[src/rtl/core/hamming_ellipse_point_count_unit_defines.svh]
// Assertion macros for the point counter RTL.
`ifndef HAMMING_ELLIPSE_POINT_COUNT_UNIT_DEFINES_SVH
`define HAMMING_ELLIPSE_POINT_COUNT_UNIT_DEFINES_SVH

`ifndef NO_ASSERTIONS
`define HEPC_ASSERT_IMPLIES(label, clk, rst_n, cond, prop, msg) \
    label: assert property (@(posedge clk) disable iff (!rst_n) (cond) |-> (prop)) \
        else $error(msg);
`define HEPC_ASSERT_NEXT(label, clk, rst_n, cond, prop, msg) \
    label: assert property (@(posedge clk) disable iff (!rst_n) (cond) |=> (prop)) \
        else $error(msg);
`else
`define HEPC_ASSERT_IMPLIES(label, clk, rst_n, cond, prop, msg)
`define HEPC_ASSERT_NEXT(label, clk, rst_n, cond, prop, msg)
`endif

`endif

[src/rtl/core/hepc_pkg.sv]
`timescale 1ns / 1ps
package hepc_pkg;

    localparam int MAX_LEN_DEFAULT = 64;
    localparam int Q_W = 9;
    localparam int D_W = 8;
    localparam int SYM_W = 8;
    localparam int COUNT_W = 64;
    localparam int APB_AW = 3;
    localparam int APB_DW = 32;

    localparam logic [Q_W-1:0] ALPHABET_RESET = 9'd2;
    localparam logic [D_W-1:0] TARGET_RESET = 8'd0;

    typedef enum logic [1:0] {
        STATUS_OK     = 2'd0,
        STATUS_TARGET = 2'd1,
        STATUS_LONG   = 2'd2
    } status_t;

    typedef enum logic {
        REG_ALPHABET = 1'b0,
        REG_TARGET   = 1'b1
    } reg_index_t;

    typedef struct packed {
        logic issue;
        logic same;
    } mac_ctl_t;

    typedef struct packed {
        logic set;
        logic clear;
    } fill_ctl_t;

endpackage

[src/rtl/core/hepc_mac.sv]
`timescale 1ns / 1ps
module hepc_mac
    import hepc_pkg::*;
#(
    parameter int MAX_LEN = MAX_LEN_DEFAULT
)
(
    input  logic                                  clk,
    input  logic                                  rst_n,
    input  logic [Q_W-1:0]                        alphabet,
    input  mac_ctl_t                              mac_ctl,
    input  logic [$clog2(2*MAX_LEN+1)-1:0]        issue_addr,
    input  logic [COUNT_W-1:0]                    rd_data,
    output logic                                  wr_en,
    output logic [$clog2(2*MAX_LEN+1)-1:0]        wr_addr,
    output logic [COUNT_W-1:0]                    wr_data
);

    localparam int ADDR_W = $clog2(2 * MAX_LEN + 1);

    logic               s1_valid_reg;
    logic               s1_same_reg;
    logic [ADDR_W-1:0]  s1_addr_reg;
    logic               s2_valid_reg;
    logic [ADDR_W-1:0]  s2_addr_reg;
    logic [COUNT_W-1:0] prod_reg;
    logic [COUNT_W-1:0] sub_reg;
    logic [COUNT_W-1:0] add_reg;
    logic [COUNT_W-1:0] p1_reg;
    logic [COUNT_W-1:0] p2_reg;
    logic               first;

    assign first = s1_addr_reg == '0;

    always_ff @(posedge clk or negedge rst_n)
    begin
        if (!rst_n)
        begin
            s1_valid_reg <= 1'b0;
            s2_valid_reg <= 1'b0;
        end
        else
        begin
            s1_valid_reg <= mac_ctl.issue;
            s2_valid_reg <= s1_valid_reg;
        end
    end

    // The factor q-1 or q-2 is applied as q*m minus m or 2m, so that a
    // small alphabet wraps the same way as a 64-bit factor would.
    always_ff @(posedge clk)
    begin
        if (mac_ctl.issue)
        begin
            s1_same_reg <= mac_ctl.same;
            s1_addr_reg <= issue_addr;
        end
        if (s1_valid_reg)
        begin
            s2_addr_reg <= s1_addr_reg;
            prod_reg    <= rd_data * COUNT_W'(alphabet);
            sub_reg     <= s1_same_reg ? rd_data : {rd_data[COUNT_W-2:0], 1'b0};
            if (first)
            begin
                add_reg <= '0;
            end
            else
            begin
                add_reg <= s1_same_reg ? p2_reg : {p1_reg[COUNT_W-2:0], 1'b0};
            end
            p1_reg <= rd_data;
            p2_reg <= first ? '0 : p1_reg;
        end
    end

    assign wr_en   = s2_valid_reg;
    assign wr_addr = s2_addr_reg;
    assign wr_data = prod_reg - sub_reg + add_reg;

endmodule

[config.mk]
export PLATFORM = sky130hd
export DESIGN_NAME = hepc_mac
export DESIGN_NICKNAME = d
export VERILOG_FILES = /design/src/rtl/core/hamming_ellipse_point_count_unit_defines.svh /design/src/rtl/core/hepc_pkg.sv /design/src/rtl/core/hepc_mac.sv
export SDC_FILE = /design/constraint.sdc
export NUM_CORES = 2
export LEC_CHECK = 0
export BUFFER_PORTS_ARGS = -buffer_cell sky130_fd_sc_hd__buf_2
export CAP_MARGIN = 10
export CORE_MARGIN = 2
export CORE_UTILIZATION = 46
export CTS_BUF_LIST = sky130_fd_sc_hd__clkbuf_8
export DETAILED_ROUTE_END_ITERATION = 16
export MAX_ROUTING_LAYER = met4
export SETUP_SLACK_MARGIN = 0.5
export SYNTH_ARGS = -nofsm -noshare
export SYNTH_HDL_FRONTEND = slang
export SYNTH_SLANG_ARGS = --single-unit
export TNS_END_PERCENT = 5
[constraint.sdc]
create_clock -name clk -period 23.1 [get_ports clk]
set_clock_uncertainty 0.05 [all_clocks]
set_input_delay 1.155 -clock clk [delete_from_list [all_inputs] [get_ports clk]]
set_output_delay 1.155 -clock clk [all_outputs]
set_load 0.02 [all_outputs]
* Word-level counts from Yosys, hierarchy flattened
Index checks and enable logic that the tools add are counted.
** Cells by class
- Add/sub/neg operators :: 2
- $mul :: 1
- Mux-type cells :: 2
- Bitwise operators :: 1
- Reduce and logical (&&, ||, !) cells :: 2
** Operators with widths (number)
- two-way mux 64 bit :: 2
- adder 64 bit :: 1
- multiplier 64 x 9 -> 64 bit :: 1
- subtractor 64 bit :: 1
- zero test 8 bit :: 1
- OR reduction 2 bit :: 1
- NOT 1 bit :: 1
** Storage, ports and cells
- Register bits :: 339
- Word-level logic and storage cells :: 20

* Longest topological paths before layout
- Depth in word-level cells :: 2
- Mapped depth :: 22
- Mapped depth without buffers :: 20

* Worst setup path before layout
OpenSTA, ideal clock, no wires.
- Path kind :: reg2reg
- Start :: register s1_valid_reg
- End :: register s2_valid_reg, in the netlist wr_en
- Setup time :: 0.847 ns
- Arrival time :: 6.956 ns
- Required time :: 22.203 ns
- Path slack :: 15.247 ns
- Cell stages (with the launch flop) :: 1
- Path buffers :: 0
- Period minus slack after synthesis :: 7.853 ns
- Cells stage by stage :: dfrtp_1
** RTL lines
- start: declaration :: line hepc_mac.sv:21 : logic s1_valid_reg;
- start signal: assignment :: line hepc_mac.sv:44 : s1_valid_reg <= mac_ctl.issue;
- end signal: assignment :: line hepc_mac.sv:45 : s2_valid_reg <= s1_valid_reg;
- end: declaration :: line hepc_mac.sv:24 : logic s2_valid_reg;
No word-level cell between the ends.

* Final worst setup path
- Start :: input alphabet[1]
- End :: register prod_reg[54] (data pin)
** On the way
- Longest elaborated chain between the ends :: 1
** Ends and longest elaborated chain
- start: declaration :: line hepc_mac.sv:10 : input logic [Q_W-1:0] alphabet,
- multiplier 64 x 9 -> 64 bit :: line hepc_mac.sv:61 : prod_reg <= rd_data * COUNT_W'(alphabet);
- end signal: assignment :: line hepc_mac.sv:61
- end: declaration :: line hepc_mac.sv:26 : logic [COUNT_W-1:0] prod_reg;
Every way passes these cells.
A chain may end at the register's enable or synchronous reset.

==> metrics.yaml <==
route:
  ant_nets: 0
  wl_per_cell_um: 19.5
  dr_wl_met2_mm: 41.2
  wl_met3_mm: 5.21
  firstDrtPassIters: 5
  totalWireLength_mm: 89.2
  wl_met1_mm: 40.3
  drt-initial-drc-count: 1705
  top_layer: "met4"
  vias: 24300
  viasPerCell: 5.30
  drt_drc_violations_left: 0
synth:
  syn-cell-area_um2: 35000
  synth_edf_count: 337
  synth_area_leaders: "edfxtp_1 (29%), fa_1 (27%), inv_1 (7.5%), and2_1 (7.2%), ha_1 (4.9%)"
  synth_common_cells: "inv_1 (698), fa_1 (466), and2_1 (403)"
  ys_seq_elements: 339
  yosysUniqueCellTypes: 72
  yosysTopAreaCell: "edfxtp_1"
  synth_fp_nets: 4198
  yosysMostFrequentCell: "inv_1"
  yosysTopAreaCellShare: 0.289
  synth_warnings: 0
  synthCells: 3511
  syn_avg_cell_area_um2: 9.96
  async_flop_share: 0.00590
  ys.flop_type: "edfxtp_1"
  yosysSeqAreaShare: 0.291
critical_path:
  crit_path_max_incr_delay_ns: 0.56
  crit_cells: 20
  required_ns: 23.45
  crit_family: "adder cells"
  crit_fanout: 37
  timing.rr.end: "add_reg[27]"
  endpoint_kind: "flop"
  crit_chain: "buf_2, buf_4, nand2_1, fa_1, inv_1, fa_1, fa_1, inv_1, fa_1, inv_1, ha_1, a21oi_1, o21ai_0, a311oi_1, a21oi_2, a2111oi_0, nor2_1, a21oi_1, o21ai_0, xor2_1"
  r2r-start: "s1_valid_reg"
  crit_type: "input pin to flop"
  cp.arrival_ns: 7.36
  rrSetupSlack_ns: 20.14
  start_kind: "input pin"
  critPathBufInv: 5
  crit_path_frequent_cell: "fa_1"
  crit_slowest_cell: "fa_1"
  reg2reg_depth: 2
  startpoint: "alphabet[1]"
floorplanning:
  dieArea_um2: 78200
  fp.dieH_um: 280
  die_w_um: 280
  fp-row-count: 101
  ioPinCount: 158
  coreArea_um2: 75600
  start_util: 0.463
place:
  place.gp.congestion: 0.966
  dp_hpwl_mm: 65.5
  numPortBuffers: 157
  post-place-ws_ns: 15.46
  place_area_um2: 36400
finish:
  final_nets: 4246
  fillers: 7084
  syn_to_final_growth_pct: 7.63
  stdcell_area_um2: 37600
  drive_gt1_frac: 0.0970
cts:
  cts_buffers: 68
  clkSinkCount: 339
  h-tree-depth: 3
  cts_buffer_depth: 3
  cts_tree: "done"
  ctsResizeCount: 0
  post_cts_buffers: 0
  ctsHoldBuffers: 0
  insertion_delay_ns: 0.66
  clk_transition_reported_paths_ns: 0.06
  clock_tree.root_cell: "clkbuf_8"
global_route:
  grt_antenna_before_repair: 1
  grt_pass1_vias: 25000
  grtUsageTotal: 0.242
  grt_overflow: 0
  grt_max_degree: 159
  grt_pass1_wl_mm: 142
sta:
  rsz0062_at_grt: "false"
  relSlewSlack: 0.362
  finalMaxSlewViolations: 0
  setup_ws_ns: 16.08
  period_share: 0.304
  worst_pin_slew_ns: 0.957
  tns_ns: 0
  hold_violations: 0
  period_minus_slack_ns: 7.02
  setup_viol: 0
  max_freq_ghz: 0.143
run:
  drv_cap: 0
run_status:
  status: "completed"
hold_path:
  min_path_type: "input pin to asynchronous set/reset pin"
[per-stage QoR]
stage / utilization / std cells / hold slack (ns)
floorplan: - / 3511 / 0.377
CTS: 0.498 / 4585 / 0.174
finish: 0.498 / 4586 / 0.220
global placement: 0.481 / 4467 / 0.382
detailed placement: 0.481 / 4467 / 0.386
global route: 0.498 / 4586 / 0.193
[worst reg2reg max path, cell delays in order (launching register included)]
cell and delay, ns:
dfrtp_4 0.92, buf_4 0.79, buf_4 0.78
[cells in the final DEF, fill, tap and decap left out, types with 16 or more instances in the layout]
cell type,count
xor2_1,50
buf_2,157
o21bai_1,22
edfxtp_1,337
nand3_1,37
nand2_1,289
nor2_1,138
xnor2_1,81
clkbuf_8,70
fa_1,466
mux2i_1,64
a21oi_1,128
and2_1,402
a31oi_1,23
buf_4,17
o21ai_0,69
o21a_1,16
mux2_2,63
inv_1,713
ha_1,136
a21o_1,79
nand4_1,36
[cell type report]
class | count | area (um^2) | area share
Clock inverter | 48 | 302 | 0.00801
Multi-Input combinational cell | 2277 | 21400 | 0.569
Inverter | 698 | 2620 | 0.0696
Antenna cell | 1 | 2.50 | 0.0000665
Sequential cell | 339 | 10200 | 0.270
Tap cell | 978 | 1220 | 0.0325
Clock buffer | 70 | 963 | 0.0256
Timing Repair Buffer | 175 | 933 | 0.0248
[worst max-delay path by stage]
stage / end / slack (ns)
2_1_floorplan: wr_en / 15.25
3_5_place_dp: prod_reg[48] / 15.46
4_1_cts: prod_reg[54] / 16.16
3_3_place_gp: prod_reg[54] / 15.40
6_report: prod_reg[54] / 16.08
5_1_grt: prod_reg[62] / 15.63
[logic make-up (layout without fill, tap and decap cells)]
kind of cell / Yosys count / after routing / share of synthesized area
AOI/OAI and AO/OA: 425 / 425 / 0.0793
xor gates and xnor gates: 131 / 131 / 0.0328
adders and majority gates: 602 / 602 / 0.316
buffers and inverters: 895 / 991 / 0.0968
DFF: 339 / 339 / 0.291
muxes: 127 / 127 / 0.0386
other: 0 / 1 / 0
and+or+nand+nor: 992 / 992 / 0.146
[layer usage]
| layer | vias to the layer above | global-route usage |
|---|---|---|
| met1 | 12300 | 0.330 |
| li1 | 11200 | - |
| met3 | 136 | 0.0376 |
| met5 | - | - |
| met4 | 0 | 0.0743 |
| met2 | 692 | 0.375 |
Power is left out: the tool's default activity adds up to more than one toggle a clock period on the data nets, which glitch-free logic cannot reach.
