--- src/rtl/core/hamming_ellipse_point_count_unit_defines.svh ---
// Assertion macros for the point counter RTL.
`ifndef HAMMING_ELLIPSE_POINT_COUNT_UNIT_DEFINES_SVH
`define HAMMING_ELLIPSE_POINT_COUNT_UNIT_DEFINES_SVH

`ifndef NO_ASSERTIONS
`define HEPC_ASSERT_IMPLIES(label, clk, rst_n, cond, prop, msg) \
    label: assert property (@(posedge clk) disable iff (!rst_n) (cond) |-> (prop)) \
        else $error(msg);
`define HEPC_ASSERT_NEXT(label, clk, rst_n, cond, prop, msg) \
    label: assert property (@(posedge clk) disable iff (!rst_n) (cond) |=> (prop)) \
        else $error(msg);
`else
`define HEPC_ASSERT_IMPLIES(label, clk, rst_n, cond, prop, msg)
`define HEPC_ASSERT_NEXT(label, clk, rst_n, cond, prop, msg)
`endif

`endif

--- src/rtl/core/hepc_pkg.sv ---
`timescale 1ns / 1ps
package hepc_pkg;

    localparam int MAX_LEN_DEFAULT = 64;
    localparam int Q_W = 9;
    localparam int D_W = 8;
    localparam int SYM_W = 8;
    localparam int COUNT_W = 64;
    localparam int APB_AW = 3;
    localparam int APB_DW = 32;

    localparam logic [Q_W-1:0] ALPHABET_RESET = 9'd2;
    localparam logic [D_W-1:0] TARGET_RESET = 8'd0;

    typedef enum logic [1:0] {
        STATUS_OK     = 2'd0,
        STATUS_TARGET = 2'd1,
        STATUS_LONG   = 2'd2
    } status_t;

    typedef enum logic {
        REG_ALPHABET = 1'b0,
        REG_TARGET   = 1'b1
    } reg_index_t;

    typedef struct packed {
        logic issue;
        logic same;
    } mac_ctl_t;

    typedef struct packed {
        logic set;
        logic clear;
    } fill_ctl_t;

endpackage

--- src/rtl/core/hepc_in_if.sv ---
`timescale 1ns / 1ps
interface hepc_in_if;
    logic       valid;
    logic       ready;
    logic [7:0] sym_first;
    logic [7:0] sym_second;
    logic       last_position;

    modport source (output valid, sym_first, sym_second, last_position, input ready);
    modport sink (input valid, sym_first, sym_second, last_position, output ready);
endinterface

--- src/rtl/core/hepc_out_if.sv ---
`timescale 1ns / 1ps
interface hepc_out_if;
    logic        valid;
    logic        ready;
    logic [63:0] point_count;
    logic [1:0]  status;

    modport source (output valid, point_count, status, input ready);
    modport sink (input valid, point_count, status, output ready);
endinterface

--- src/rtl/core/hepc_ctrl.sv ---
`timescale 1ns / 1ps
`include "hamming_ellipse_point_count_unit_defines.svh"
module hepc_ctrl
    import hepc_pkg::*;
#(
    parameter int MAX_LEN = MAX_LEN_DEFAULT
)
(
    input  logic                                  clk,
    input  logic                                  rst_n,
    hepc_in_if.sink                               item,
    hepc_out_if.source                            result,
    input  logic [D_W-1:0]                        target,
    output mac_ctl_t                              mac_ctl,
    output logic                                  rd_en,
    output logic [$clog2(2*MAX_LEN+1)-1:0]        rd_addr,
    input  logic [COUNT_W-1:0]                    rd_data,
    output fill_ctl_t                             fill,
    output logic [$clog2(2*MAX_LEN+2)-1:0]        fill_value
);

    localparam int ADDR_W = $clog2(2 * MAX_LEN + 1);
    localparam int FILL_W = $clog2(2 * MAX_LEN + 2);
    localparam int LEN_W = $clog2(MAX_LEN + 1);
    localparam int CMP_W = (LEN_W + 1 > D_W) ? LEN_W + 1 : D_W;

    typedef enum logic [4:0] {
        S_IDLE   = 5'b00001,
        S_PASS   = 5'b00010,
        S_DRAIN  = 5'b00100,
        S_READ   = 5'b01000,
        S_RESULT = 5'b10000
    } state_t;

    state_t             state_reg, state_next;
    logic [ADDR_W-1:0]  j_reg, j_next;
    logic [ADDR_W-1:0]  top_reg, top_next;
    logic               same_reg, same_next;
    logic               last_reg, last_next;
    logic [LEN_W-1:0]   pos_reg, pos_next;
    logic               ovf_reg, ovf_next;
    logic               drain_reg, drain_next;
    status_t            status_reg, status_next;
    logic               out_valid_reg, out_valid_next;
    logic [COUNT_W-1:0] out_count_reg, out_count_next;
    status_t            out_status_reg, out_status_next;

    logic [LEN_W-1:0]   pos_inc;
    logic [CMP_W-1:0]   twice_pos;
    logic [CMP_W-1:0]   target_ext;
    logic               load_out;

    assign pos_inc    = pos_reg + LEN_W'(1);
    assign twice_pos  = CMP_W'({pos_reg, 1'b0});
    assign target_ext = CMP_W'(target);
    assign load_out   = (state_reg == S_RESULT) && (!out_valid_reg || result.ready);

    always_comb
    begin
        state_next      = state_reg;
        j_next          = j_reg;
        top_next        = top_reg;
        same_next       = same_reg;
        last_next       = last_reg;
        pos_next        = pos_reg;
        ovf_next        = ovf_reg;
        drain_next      = drain_reg;
        status_next     = status_reg;
        out_valid_next  = out_valid_reg;
        out_count_next  = out_count_reg;
        out_status_next = out_status_reg;
        mac_ctl.issue   = 1'b0;
        mac_ctl.same    = same_reg;
        rd_en           = 1'b0;
        rd_addr         = j_reg;
        fill.set        = 1'b0;
        fill.clear      = 1'b0;

        if (out_valid_reg && result.ready)
        begin
            out_valid_next = 1'b0;
        end

        case (state_reg)
            S_IDLE:
            begin
                if (item.valid)
                begin
                    same_next = item.sym_first == item.sym_second;
                    last_next = item.last_position;
                    if (!ovf_reg && (pos_reg < LEN_W'(MAX_LEN)))
                    begin
                        pos_next   = pos_inc;
                        top_next   = ADDR_W'({pos_inc, 1'b0});
                        j_next     = '0;
                        state_next = S_PASS;
                    end
                    else
                    begin
                        ovf_next   = 1'b1;
                        state_next = item.last_position ? S_READ : S_IDLE;
                    end
                end
            end
            S_PASS:
            begin
                mac_ctl.issue = 1'b1;
                rd_en         = 1'b1;
                rd_addr       = j_reg;
                if (j_reg == top_reg)
                begin
                    drain_next = 1'b0;
                    state_next = S_DRAIN;
                end
                else
                begin
                    j_next = j_reg + ADDR_W'(1);
                end
            end
            S_DRAIN:
            begin
                if (drain_reg)
                begin
                    fill.set   = 1'b1;
                    state_next = last_reg ? S_READ : S_IDLE;
                end
                else
                begin
                    drain_next = 1'b1;
                end
            end
            S_READ:
            begin
                rd_addr = ADDR_W'(twice_pos - target_ext);
                if (ovf_reg)
                begin
                    status_next = STATUS_LONG;
                end
                else if (target_ext > twice_pos)
                begin
                    status_next = STATUS_TARGET;
                end
                else
                begin
                    status_next = STATUS_OK;
                    rd_en       = 1'b1;
                end
                state_next = S_RESULT;
            end
            S_RESULT:
            begin
                if (load_out)
                begin
                    out_valid_next  = 1'b1;
                    out_count_next  = (status_reg == STATUS_OK) ? rd_data : '0;
                    out_status_next = status_reg;
                    pos_next        = '0;
                    ovf_next        = 1'b0;
                    fill.clear      = 1'b1;
                    state_next      = S_IDLE;
                end
            end
            default:
            begin
                state_next = S_IDLE;
            end
        endcase
    end

    always_ff @(posedge clk or negedge rst_n)
    begin
        if (!rst_n)
        begin
            state_reg     <= S_IDLE;
            pos_reg       <= '0;
            ovf_reg       <= 1'b0;
            drain_reg     <= 1'b0;
            out_valid_reg <= 1'b0;
        end
        else
        begin
            state_reg     <= state_next;
            pos_reg       <= pos_next;
            ovf_reg       <= ovf_next;
            drain_reg     <= drain_next;
            out_valid_reg <= out_valid_next;
        end
    end

    always_ff @(posedge clk)
    begin
        j_reg          <= j_next;
        top_reg        <= top_next;
        same_reg       <= same_next;
        last_reg       <= last_next;
        status_reg     <= status_next;
        out_count_reg  <= out_count_next;
        out_status_reg <= out_status_next;
    end

    assign fill_value         = FILL_W'(top_reg) + FILL_W'(1);
    assign item.ready         = state_reg == S_IDLE;
    assign result.valid       = out_valid_reg;
    assign result.point_count = out_count_reg;
    assign result.status      = out_status_reg;

    `HEPC_ASSERT_IMPLIES(a_pass_bound, clk, rst_n, state_reg == S_PASS, j_reg <= top_reg, "Pass index ran past the top of the table.")
    `HEPC_ASSERT_NEXT(a_overflow_set, clk, rst_n, item.valid && item.ready && (pos_reg == LEN_W'(MAX_LEN)), ovf_reg, "A word beyond the maximum length did not set the overflow flag.")
    `HEPC_ASSERT_NEXT(a_result_clears, clk, rst_n, load_out, (pos_reg == '0) && !ovf_reg && out_valid_reg && (state_reg == S_IDLE), "Delivering a result did not clear the word state.")

endmodule

--- src/flat_wrapper.sv ---
// flat-port wrapper written by rule: the top's interface ports become plain ports
module hepc_ctrl_flat import hepc_pkg::*;
#(
    parameter int MAX_LEN = MAX_LEN_DEFAULT
)
  (clk, rst_n, target, mac_ctl, rd_en, rd_addr, rd_data, fill, fill_value, item_valid, item_sym_first, item_sym_second, item_last_position, item_ready, result_valid, result_point_count, result_status, result_ready);
  hepc_in_if item_i ();
  hepc_out_if result_i ();
  input  logic clk;
  input  logic rst_n;
  input  logic [D_W-1:0] target;
  output mac_ctl_t mac_ctl;
  output logic rd_en;
  output logic [$clog2(2*MAX_LEN+1)-1:0] rd_addr;
  input  logic [COUNT_W-1:0] rd_data;
  output fill_ctl_t fill;
  output logic [$clog2(2*MAX_LEN+2)-1:0] fill_value;
  input wire logic [$bits(item_i.valid)-1:0] item_valid;
  input wire logic [$bits(item_i.sym_first)-1:0] item_sym_first;
  input wire logic [$bits(item_i.sym_second)-1:0] item_sym_second;
  input wire logic [$bits(item_i.last_position)-1:0] item_last_position;
  output wire logic [$bits(item_i.ready)-1:0] item_ready;
  output wire logic [$bits(result_i.valid)-1:0] result_valid;
  output wire logic [$bits(result_i.point_count)-1:0] result_point_count;
  output wire logic [$bits(result_i.status)-1:0] result_status;
  input wire logic [$bits(result_i.ready)-1:0] result_ready;
  assign item_i.valid = item_valid;
  assign item_i.sym_first = item_sym_first;
  assign item_i.sym_second = item_sym_second;
  assign item_i.last_position = item_last_position;
  assign item_ready = item_i.ready;
  assign result_valid = result_i.valid;
  assign result_point_count = result_i.point_count;
  assign result_status = result_i.status;
  assign result_i.ready = result_ready;
  hepc_ctrl #(.MAX_LEN(MAX_LEN)) u_core (.clk(clk), .rst_n(rst_n), .item(item_i), .result(result_i), .target(target), .mac_ctl(mac_ctl), .rd_en(rd_en), .rd_addr(rd_addr), .rd_data(rd_data), .fill(fill), .fill_value(fill_value));
endmodule
--- config.mk ---
export PLATFORM = sky130hd
export DESIGN_NAME = hepc_ctrl_flat
export DESIGN_NICKNAME = d
export VERILOG_FILES = /design/src/rtl/core/hepc_pkg.sv /design/src/rtl/core/hepc_in_if.sv /design/src/rtl/core/hepc_out_if.sv /design/src/rtl/core/hepc_ctrl.sv /design/src/flat_wrapper.sv
export VERILOG_INCLUDE_DIRS = /design/src /design/src/rtl/core
export SDC_FILE = /design/constraint.sdc
export NUM_CORES = 1
export LEC_CHECK = 0
export BUFFER_PORTS_ARGS = -buffer_cell sky130_fd_sc_hd__buf_2
export CORE_MARGIN = 2
export CORE_UTILIZATION = 39
export DETAILED_ROUTE_END_ITERATION = 12
export PLACE_DENSITY = 0.69
export SLEW_MARGIN = 10
export SYNTH_ARGS = -nofsm -noshare
export SYNTH_HDL_FRONTEND = slang
export SYNTH_SLANG_ARGS = --single-unit
export TNS_END_PERCENT = 20
--- constraint.sdc ---
create_clock -name clk -period 4.38 [get_ports clk]
set_input_delay 0.876 -clock clk [delete_from_list [all_inputs] [get_ports clk]]
set_output_delay 0.876 -clock clk [all_outputs]
set_load 0.03 [all_outputs]
# Word level (Yosys, flattened, before mapping)
# Cells that the tools add are included.
[word_totals]
inputBits = 93
output_inout_bits = 89
ff_bits = 100
[classes]
add_sub_neg = 4
reduce_logical = 18
n_eq_ne = 14
n_mux = 35
n_lt_le_gt_ge = 2
[ops]
columns = ["operator", "count"]
rows = [
  ["$mux W8", 4],
  ["$mux W5", 5],
  ["$pmux W5 S5", 1],
  ["$mux W7", 3],
  ["$add A8 B1 Y8 const B", 2],
  ["$eq A8 B8 Y1", 2],
  ["$pmux W8 S2", 1],
  ["$reduce_and A4 Y1", 4],
  ["$mux W1", 15],
  ["$pmux W7 S2", 1],
  ["$gt A8 B8 Y1", 1],
  ["$mux W4", 2],
  ["$ne A2 B1 Y1 const B", 4],
  ["$sub A8 B8 Y8", 1],
  ["$add A7 B1 Y7 const B", 1],
  ["$lt A7 B7 Y1 const B", 1],
  ["$ne A2 B2 Y1 const B", 3],
  ["$pmux W1 S2", 3],
  ["$reduce_and A2 Y1", 3],
  ["$reduce_bool A2 Y1", 3],
  ["$eq A5 B1 Y1 const B", 1],
  ["$eq A5 B2 Y1 const B", 1],
  ["$eq A5 B3 Y1 const B", 1],
  ["$eq A5 B4 Y1 const B", 1],
  ["other kinds (6)", 9],
]

# Logic depth before layout (Yosys ltp)
# Gate-level depths: netlist of the first run.
[depth]
ltp_word = 5
mapped_depth = 7

# Least setup slack after synthesis of the first run
# Ideal clock, no wire load.
[synth_path]
path_kind = "input to output"
start = "input port result_ready"
end = "output port fill[0] (netlist name)"
required_time_ps = 3504
path_stages = 2
t_arrival_ps = 4090
setup_slack_ps = -586
path_buffers = 0
path_cell_list = "nor2b_1 -> nor2_1"
[synth_rtl]
columns = ["element", "line_no", "text"]
rows = [
  ["start, declared", "flat_wrapper.sv:26", "input wire logic [$bits(result_i.ready)-1:0] result_ready;"],
  ["end, declared", "flat_wrapper.sv:16", "output fill_ctl_t fill;"],
]

# Worst setup path in the final report of the first run
[layout_path]
start = "input port target[0]"
end = "output port rd_en"
[layout_via]
elab_chain_len = 4
[layout_lines]
columns = ["element", "line_no", "text"]
rows = [
  ["start, declared", "flat_wrapper.sv:11", "input logic [D_W-1:0] target;"],
  ["$gt A8 B8 Y1", "hepc_ctrl.sv:139", "else if (target_ext > twice_pos)"],
  ["$mux W1", "hepc_ctrl.sv:139", ""],
  ["$mux W1", "hepc_ctrl.sv:135", "if (ovf_reg)"],
  ["$pmux W1 S2", "hepc_ctrl.sv:84", "case (state_reg)"],
  ["end, declared", "flat_wrapper.sv:13", "output logic rd_en;"],
]
# Every way passes these cells.

==> summary.txt, run 1 <==
Outcome
  – Status: completed

Synth
  – Async set or reset register ratio after synthesis: 15.0%
  – Synth unique cells: 47
  – Synth Net Count: 456
  – Yosys reg bits: 100
  – Sequential-to-total area share from yosys stat: 64.4%
  – Top FF cell, synth: edfxtp_1
  – Synth Instances: roughly 350
  – Mean Syn Cell Area: 12.9 µm²
  – Post-Syn Area: between 0.004 and 0.005 mm²
  – Yosys warns: 0
  – Number of synthesized flops with an enable pin: 85

Floorplanning
  – Starting Density: between 30% and 40%
  – Die area: between 0.01 and 0.015 mm²
  – Area of the core: approximately 0.011 mm²
  – Ports: 182
  – Die span in y: 112 µm
  – Die width: 112 µm
  – FP Rows: 39

Drt
  – Via Count: approximately 3300
  – Routed Antenna Nets: 0
  – Initial drt markers: 221
  – M1 WL: roughly 4400 µm
  – Routed length per instance: 14.7 µm
  – DRT Pass-1 Iters: 6
  – Top Metal Used: met4
  – WL met3: between 700 and 800 µm
  – Met2 Routed Length: 4710 µm
  – Post-Route WL: between 10000 and 15000 µm
  – # DRC: 0
  – Via density: between 4 and 5

STA
  – Setup-failing EPs final: 0
  – RSZ-0062 raised after global routing: no
  – Post-layout minimum cycle time: around 3.5 ns
  – Max Clk Rate: ~0.29 GHz
  – Final hold viol count: 0
  – Total Neg Setup Slack: 0 ns
  – Final Skew: approximately 0.011 ns
  – Slew Limit Fails: 0
  – Max-slew headroom: roughly 32%
  – Worst slew pin tran: just over 1 ns
  – Period utilisation layout: about four fifths
  – Final WS setup: around 0.9 ns

Critical path
  – Crit path kind: primary input to output port
  – CP max FO: 3
  – Worst Path Arrival: approximately 2.6 ns
  – Crit path capture type: output port
  – Worst setup SP type: primary input
  – Worst EP required: between 3 and 4 ns

Final layout
  – Cell area after layout: about 0.0059 mm²
  – Net count, final: about 640
  – Final Util: about half
  – FF+latch area: 0.00293 mm²
  – Area grow syn2layout: 29.3%
  – Number of fill cells: between 1000 and 1500
  – Share of layout cells above drive strength 1: between 30% and 40%
  – # diodes: 0
  – Area of the multi-input gates: 0.00153 mm²
  – Max reg flops: 64

CTS
  – Hold Buf Count CTS: 0
  – H-Tree Level Count: 3
  – Clock root buffer: clkbuf_16
  – CTS clk-pin slew, worst paths: approximately 0.08 ns
  – CTS max path bufs: 2
  – CTS sink cnt: 100
  – TritonCTS clock tree: done
  – Cells resized by post-CTS repair: 0
  – Clk_lat worst skew: 0.35 ns
  – Setup Fix Bufs, Post-CTS: 0
  – Total CTS buffers: 9

GRT
  – Grt total ovfl: 0
  – Global-route wire length before repair: around 16000 µm
  – Initial antenna violation count: 0
  – Largest net degree at the start of global routing: slightly below 70
  – Number of global-route vias before repair: around 3200
  – Gr usage total: roughly 16%

Pwr
  – PwrDens: around 460 mW/mm²
  – Worst IR Drop VDD: approximately 0.00027 V
  – Leak: approximately 2.5 nW

Place
  – Placed cell areas: around 0.0056 mm²
  – Placer's final routability congestion estimate: 0.849
  – Pre-CTS WS: between 0.9 and 1 ns
  – IO buf count: between 150 and 200
  – DP HPWL: roughly 7400 µm

Flow run
  – Max Cap Viol: 0

Worst hold path
  – Hold WC Path Type: primary input to asynchronous set/reset pin
cells by family (layout without fill, tap and decap cells):
logic type / count (synthesis) / count (layout) / share of synthesized area (%)
and+or+nand+nor: 144 / 144 / 17.7
DFF: 100 / 100 / 64.4
AOI/OAI and AO/OA: 43 / 43 / 6.49
xor gates and xnor gates: 30 / 30 / 5.78
buffers and inverters: 24 / 211 / 2.37
adders and majority gates: 10 / 10 / 2.92
other: 1 / 1 / 0.0825
muxes: 1 / 1 / 0.248
Yosys cell counts (2+ instances only):
library cell / instances / share of area, %
nor3_1: 3 / 0.33
nand2b_1: 5 / 0.69
nor2_1: 22 / 1.8
o31ai_1: 3 / 0.50
nand2_1: 19 / 1.6
inv_1: 13 / 1.1
xor2_1: 18 / 3.5
o21a_1: 6 / 0.99
nand3_1: 10 / 1.1
nor4_1: 2 / 0.28
buf_4: 2 / 0.33
edfxtp_1: 85 / 56
and2_1: 66 / 9.1
ha_1: 9 / 2.5
a22oi_1: 2 / 0.33
o21ai_0: 12 / 1.3
xnor2_1: 12 / 2.3
clkbuf_1: 6 / 0.50
a22o_1: 5 / 0.96
a21oi_1: 5 / 0.55
and3_1: 3 / 0.41
dfrtp_1: 14 / 7.7
nor2b_1: 3 / 0.41
nand3b_1: 4 / 0.66
nand4_1: 2 / 0.28
final cells by class:
type | instances | share of cell area, %
Multi-Input combinational cell | 229 | 26.0
Clock inverter | 7 | 1.00
Inverter | 14 | 0.915
Sequential cell | 100 | 49.8
Tap cell | 143 | 3.04
Timing Repair Buffer | 181 | 15.4
Clock buffer | 9 | 3.83
worst max-delay path, cell delays in order:
cell,delay [ns]
buf_2,0.12
fa_1,0.44
nor2b_1,0.20
nor3_1,0.07
o21a_1,0.22
o21ai_0,0.27
a31o_2,0.20
buf_2,0.18
power by group:
part / switching, mW / internal [mW]
clock network: 0.365 / 0.393
registers: 0.106 / 1.15
logic: 0.422 / 0.256
total: 0.893 / 1.80
metal layers:
layer	global-route usage, %	vias up
li1	-	1603
met1	20.9	1530
met2	25.8	153
met3	3.97	13
met4	5.45	0
met5	0	-
metrics by stage:
stage / std cells / hold slack [ns] / total power [mW]
2_1_floorplan: 353 / 0.427 / 1.74
3_3_place_gp: 667 / 0.508 / 1.93
3_5_place_dp: 667 / 0.515 / 1.95
4_1_cts: 683 / 0.437 / 2.72
5_1_grt: 683 / 0.449 / 2.84
6_report: 683 / 0.435 / 2.69
cell usage in the layout (no fill, tap or decap), types with 9 or more instances in the layout:
cell type | Yosys | layout
inv_1 | 13 | 13
nand2_1 | 19 | 19
buf_2 | 1 | 180
xnor2_1 | 12 | 12
and2_1 | 66 | 66
xor2_1 | 18 | 18
ha_1 | 9 | 9
clkbuf_16 | 0 | 9
o21ai_0 | 12 | 12
edfxtp_1 | 85 | 85
nor2_1 | 22 | 20
dfrtp_1 | 14 | 14
nand3_1 | 10 | 10
final timing paths:
path                                      from                       endpoint  slack, ns  depth (start not counted)
setup / recovery                     target[0]                          rd_en       0.92                          8
hold / removal                           rst_n              u_core.pos_reg[3]       0.44                          1
setup reg to reg           u_core.state_reg[3]  u_core.result.point_count[38]       2.14                          4
hold reg to reg               u_core.drain_reg               u_core.drain_reg       0.53                          1
max in group asynchronous                rst_n            u_core.state_reg[0]       3.64                          1
min in group clk              u_core.drain_reg               u_core.drain_reg       0.53                          1
Power figures use the tool's default switching activity.
==> run 2, diff against run 1 <==
--- a/config.mk
+++ b/config.mk
@@ -10,7 +10,7 @@
 export CORE_MARGIN = 2
 export CORE_UTILIZATION = 39
 export DETAILED_ROUTE_END_ITERATION = 12
-export PLACE_DENSITY = 0.69
+export PLACE_DENSITY = 0.67
 export SLEW_MARGIN = 10
 export SYNTH_ARGS = -nofsm -noshare
 export SYNTH_HDL_FRONTEND = slang
==> constraint.sdc (replaced) <==
create_clock -name clk -period 3.5 [get_ports clk]
set_input_delay 0.7 -clock clk [delete_from_list [all_inputs] [get_ports clk]]
set_output_delay 0.7 -clock clk [all_outputs]
set_load 0.03 [all_outputs]
==> summary.txt, run 2 (synthesized netlist as in run 1, its figures left out) <==
Place
  – Pre-CTS WS: 0.424 ns (was 0.940 ns)
  – DP HPWL: 7660 µm (was 7440 µm)
  – IO buf count: 180 (unchanged)
  – Placer's final routability congestion estimate: 0.856 (was 0.849)
  – Placed cell areas: 0.00560 mm² (about the same)

CTS
  – Cells resized by post-CTS repair: 0 (unchanged)
  – Total CTS buffers: 9 (unchanged)
  – Clock root buffer: clkbuf_16 (unchanged)
  – CTS clk-pin slew, worst paths: 0.07 ns (was 0.08 ns)
  – Clk_lat worst skew: 0.34 ns (was 0.35 ns)
  – H-Tree Level Count: 3 (unchanged)
  – CTS sink cnt: 100 (unchanged)
  – TritonCTS clock tree: done (unchanged)
  – Hold Buf Count CTS: 0 (unchanged)
  – Setup Fix Bufs, Post-CTS: 0 (unchanged)
  – CTS max path bufs: 2 (unchanged)

GRT
  – Initial antenna violation count: 0 (unchanged)
  – Global-route wire length before repair: 16000 µm (was 15800 µm)
  – Gr usage total: 16.2% (was 15.9%)
  – Largest net degree at the start of global routing: 65 (was 68)
  – Grt total ovfl: 0 (unchanged)
  – Number of global-route vias before repair: 3180 (was 3179)

Pwr
  – Leak: 2.56 nW (was 2.54 nW)
  – Worst IR Drop VDD: 0.000303 V (was 0.000266 V)
  – Design Power: 3.43 mW (was 2.69 mW)
  – Logic pwr share: 24.7% (was 25.2%)
  – PwrDens: 581 mW/mm² (was 458 mW/mm²)
  – Net Sw Power: 1.11 mW (was 0.893 mW)
  – Clock power share: 29.6% (was 28.2%)
  – Internal: 2.32 mW (was 1.80 mW)
  – Reg power frac: 45.7% (was 46.6%)
  – Switching share of power: 32.4% (was 33.2%)

Drt
  – M1 WL: 4570 µm (was 4420 µm)
  – Via Count: 3281 (was 3299)
  – Initial drt markers: 178 (was 221)
  – Met2 Routed Length: 4820 µm (was 4710 µm)
  – Routed length per instance: 14.8 µm (was 14.7 µm)
  – # DRC: 0 (unchanged)
  – WL met3: 672 µm (was 766 µm)
  – Via density: 4.80 (was 4.83)
  – Post-Route WL: 10200 µm (was 10100 µm)
  – DRT Pass-1 Iters: 4 (was 6)
  – Routed Antenna Nets: 0 (unchanged)
  – Top Metal Used: met4 (unchanged)

Flow run
  – Max Cap Viol: 0 (unchanged)

STA
  – Max-slew headroom: 33.0% (was 32.5%)
  – Post-layout minimum cycle time: around 3.1 ns
  – Slew Limit Fails: 0 (unchanged)
  – Final hold viol count: 0 (unchanged)
  – RSZ-0062 raised after global routing: no (unchanged)
  – Final WS setup: 0.390 ns (was 0.923 ns)
  – Final Skew: 0.00858 ns (was 0.0107 ns)
  – Total Neg Setup Slack: 0 ns (unchanged)
  – Worst slew pin tran: 1.00 ns (was 1.01 ns)
  – Period utilisation layout: slightly below 90%
  – Max Clk Rate: approximately 0.32 GHz
  – Setup-failing EPs final: 0 (unchanged)

Final layout
  – Share of layout cells above drive strength 1: 38.4% (was 38.3%)
  – FF+latch area: 0.00293 mm² (unchanged)
  – Net count, final: 639 (was 638)
  – Cell area after layout: 0.00591 mm² (was 0.00588 mm²)
  – Final Util: 51.8% (was 51.5%)
  – Area grow syn2layout: 29.9% (was 29.3%)
  – Commonest cells after routing, fill and taps aside: buf_2 (180), edfxtp_1 (85), and2_1 (66), nor2_1 (20), nand2_1 (19) (unchanged)
  – Number of fill cells: 1011 (was 1041)
  – Area of the multi-input gates: 0.00153 mm² (unchanged)
  – # diodes: 0 (unchanged)
  – Commonest non-fill, non-tap cell in the layout: buf_2 (unchanged)
  – Max reg flops: 64 (unchanged)

Floorplanning
  – Die area: 0.0125 mm² (unchanged)
  – Ports: 182 (unchanged)
  – FP Rows: 39 (unchanged)
  – Starting Density: 39.8% (unchanged)
  – Die width: 112 µm (unchanged)
  – Area of the core: 0.0114 mm² (unchanged)
  – Die span in y: 112 µm (unchanged)

Critical path
  – Crit path kind: flip-flop to output port (was primary input to output port)
  – Worst setup SP type: flip-flop (was primary input)
  – Worst R2R Path Depth: 4 (unchanged)
  – Crit path max-delay cell type: dfrtp_1 (was fa_1)
  – Top delay family on crit path: compound AO/OA/AOI/OAI gates (unchanged)
  – Worst reg2reg path endpoint: u_core.result.point_count[56] (was u_core.result.point_count[38])
  – Critical Path Max Stage Delay: 0.46 ns (was 0.44 ns)
  – Crit path capture type: output port (unchanged)
  – R2R setup slack: 1.32 ns (was 2.14 ns)
  – CP max FO: 7 (was 3)
  – Worst Path Arrival: 2.41 ns (was 2.58 ns)
  – Worst EP required: 2.80 ns (was 3.50 ns)
  – Reg2reg start: u_core.state_reg[3] (unchanged)
  – CP bufs+invs: 2 (unchanged)
  – Ordered cell list for the critical path: inv_1, fa_1, nor2b_1, nor3_1, o21a_1, o21ai_0, a31o_2, buf_2 (was buf_2, fa_1, nor2b_1, nor3_1, o21a_1, o21ai_0, a31o_2, buf_2)

Outcome
  – Status: completed (unchanged)

Worst hold path
  – Hold WC Path Type: primary input to asynchronous set/reset pin (unchanged)
[run 2: cell count changes in the layout (fill, tap and decap cells not counted)]
| cell | delta |
|---|---|
| buf_4 | +1 |
| bufinv_16 | +1 |
| clkinvlp_4 | -2 |
| inv_6 | +2 |
| inv_8 | -1 |
[run 2: stage by stage]
stage,hold WS [ns],cells
after global routing,0.273,684
after floorplan,0.404,353
after CTS,0.265,684
after global placement,0.515,668
after detailed placement,0.509,668
final,0.265,684
[run 2: how the worst max path moves through the flow]
stage	slack [ns]	end	cells after the start	start
6_report	0.39	rd_en	8	u_core.pos_reg[0]
5_1_grt	0.22	rd_en	8	u_core.pos_reg[0]
4_1_cts	0.36	rd_en	8	u_core.pos_reg[0]
3_5_place_dp	0.42	rd_en	8	target[0]
3_3_place_gp	0.49	rd_en	8	target[0]
2_1_floorplan	0.44	rd_addr[5]	7	target[2]
[run 2: metal layers]
metal	GRT usage [%]	up-vias
met3	3.92	8
met1	21.7	1535
met4	4.15	0
li1	-	1606
met2	26.8	132
met5	0	-
[run 2: final cells by class]
class | instances | area share, %
sequential | 100 | 49.6
multi-input combinational | 229 | 25.8
timing repair buffer | 182 | 15.5
clock buffer | 9 | 3.81
tap | 143 | 3.03
clock inverter | 7 | 1.36
inverter | 14 | 0.910
[run 2: power by group through the flow]
| stage | clock network [mW] | registers (mW) | logic (mW) |
|---|---|---|---|
| finish | 1.02 | 1.57 | 0.848 |
| global route | 1.09 | 1.59 | 0.939 |
| CTS | 1.04 | 1.57 | 0.855 |
| detailed placement | 0 | 1.59 | 0.851 |
| global placement | 0 | 1.59 | 0.832 |
| floorplan | 0 | 1.61 | 0.568 |
[run 2: worst register-to-register path, delay by kind of cell, from the launching register on]
| kind | cells | cell delay (ns) |
|---|---|---|
| and+or+nand+nor | 3 | 0.76 |
| buffers and inverters | 1 | 0.58 |
| DFF | 1 | 0.46 |
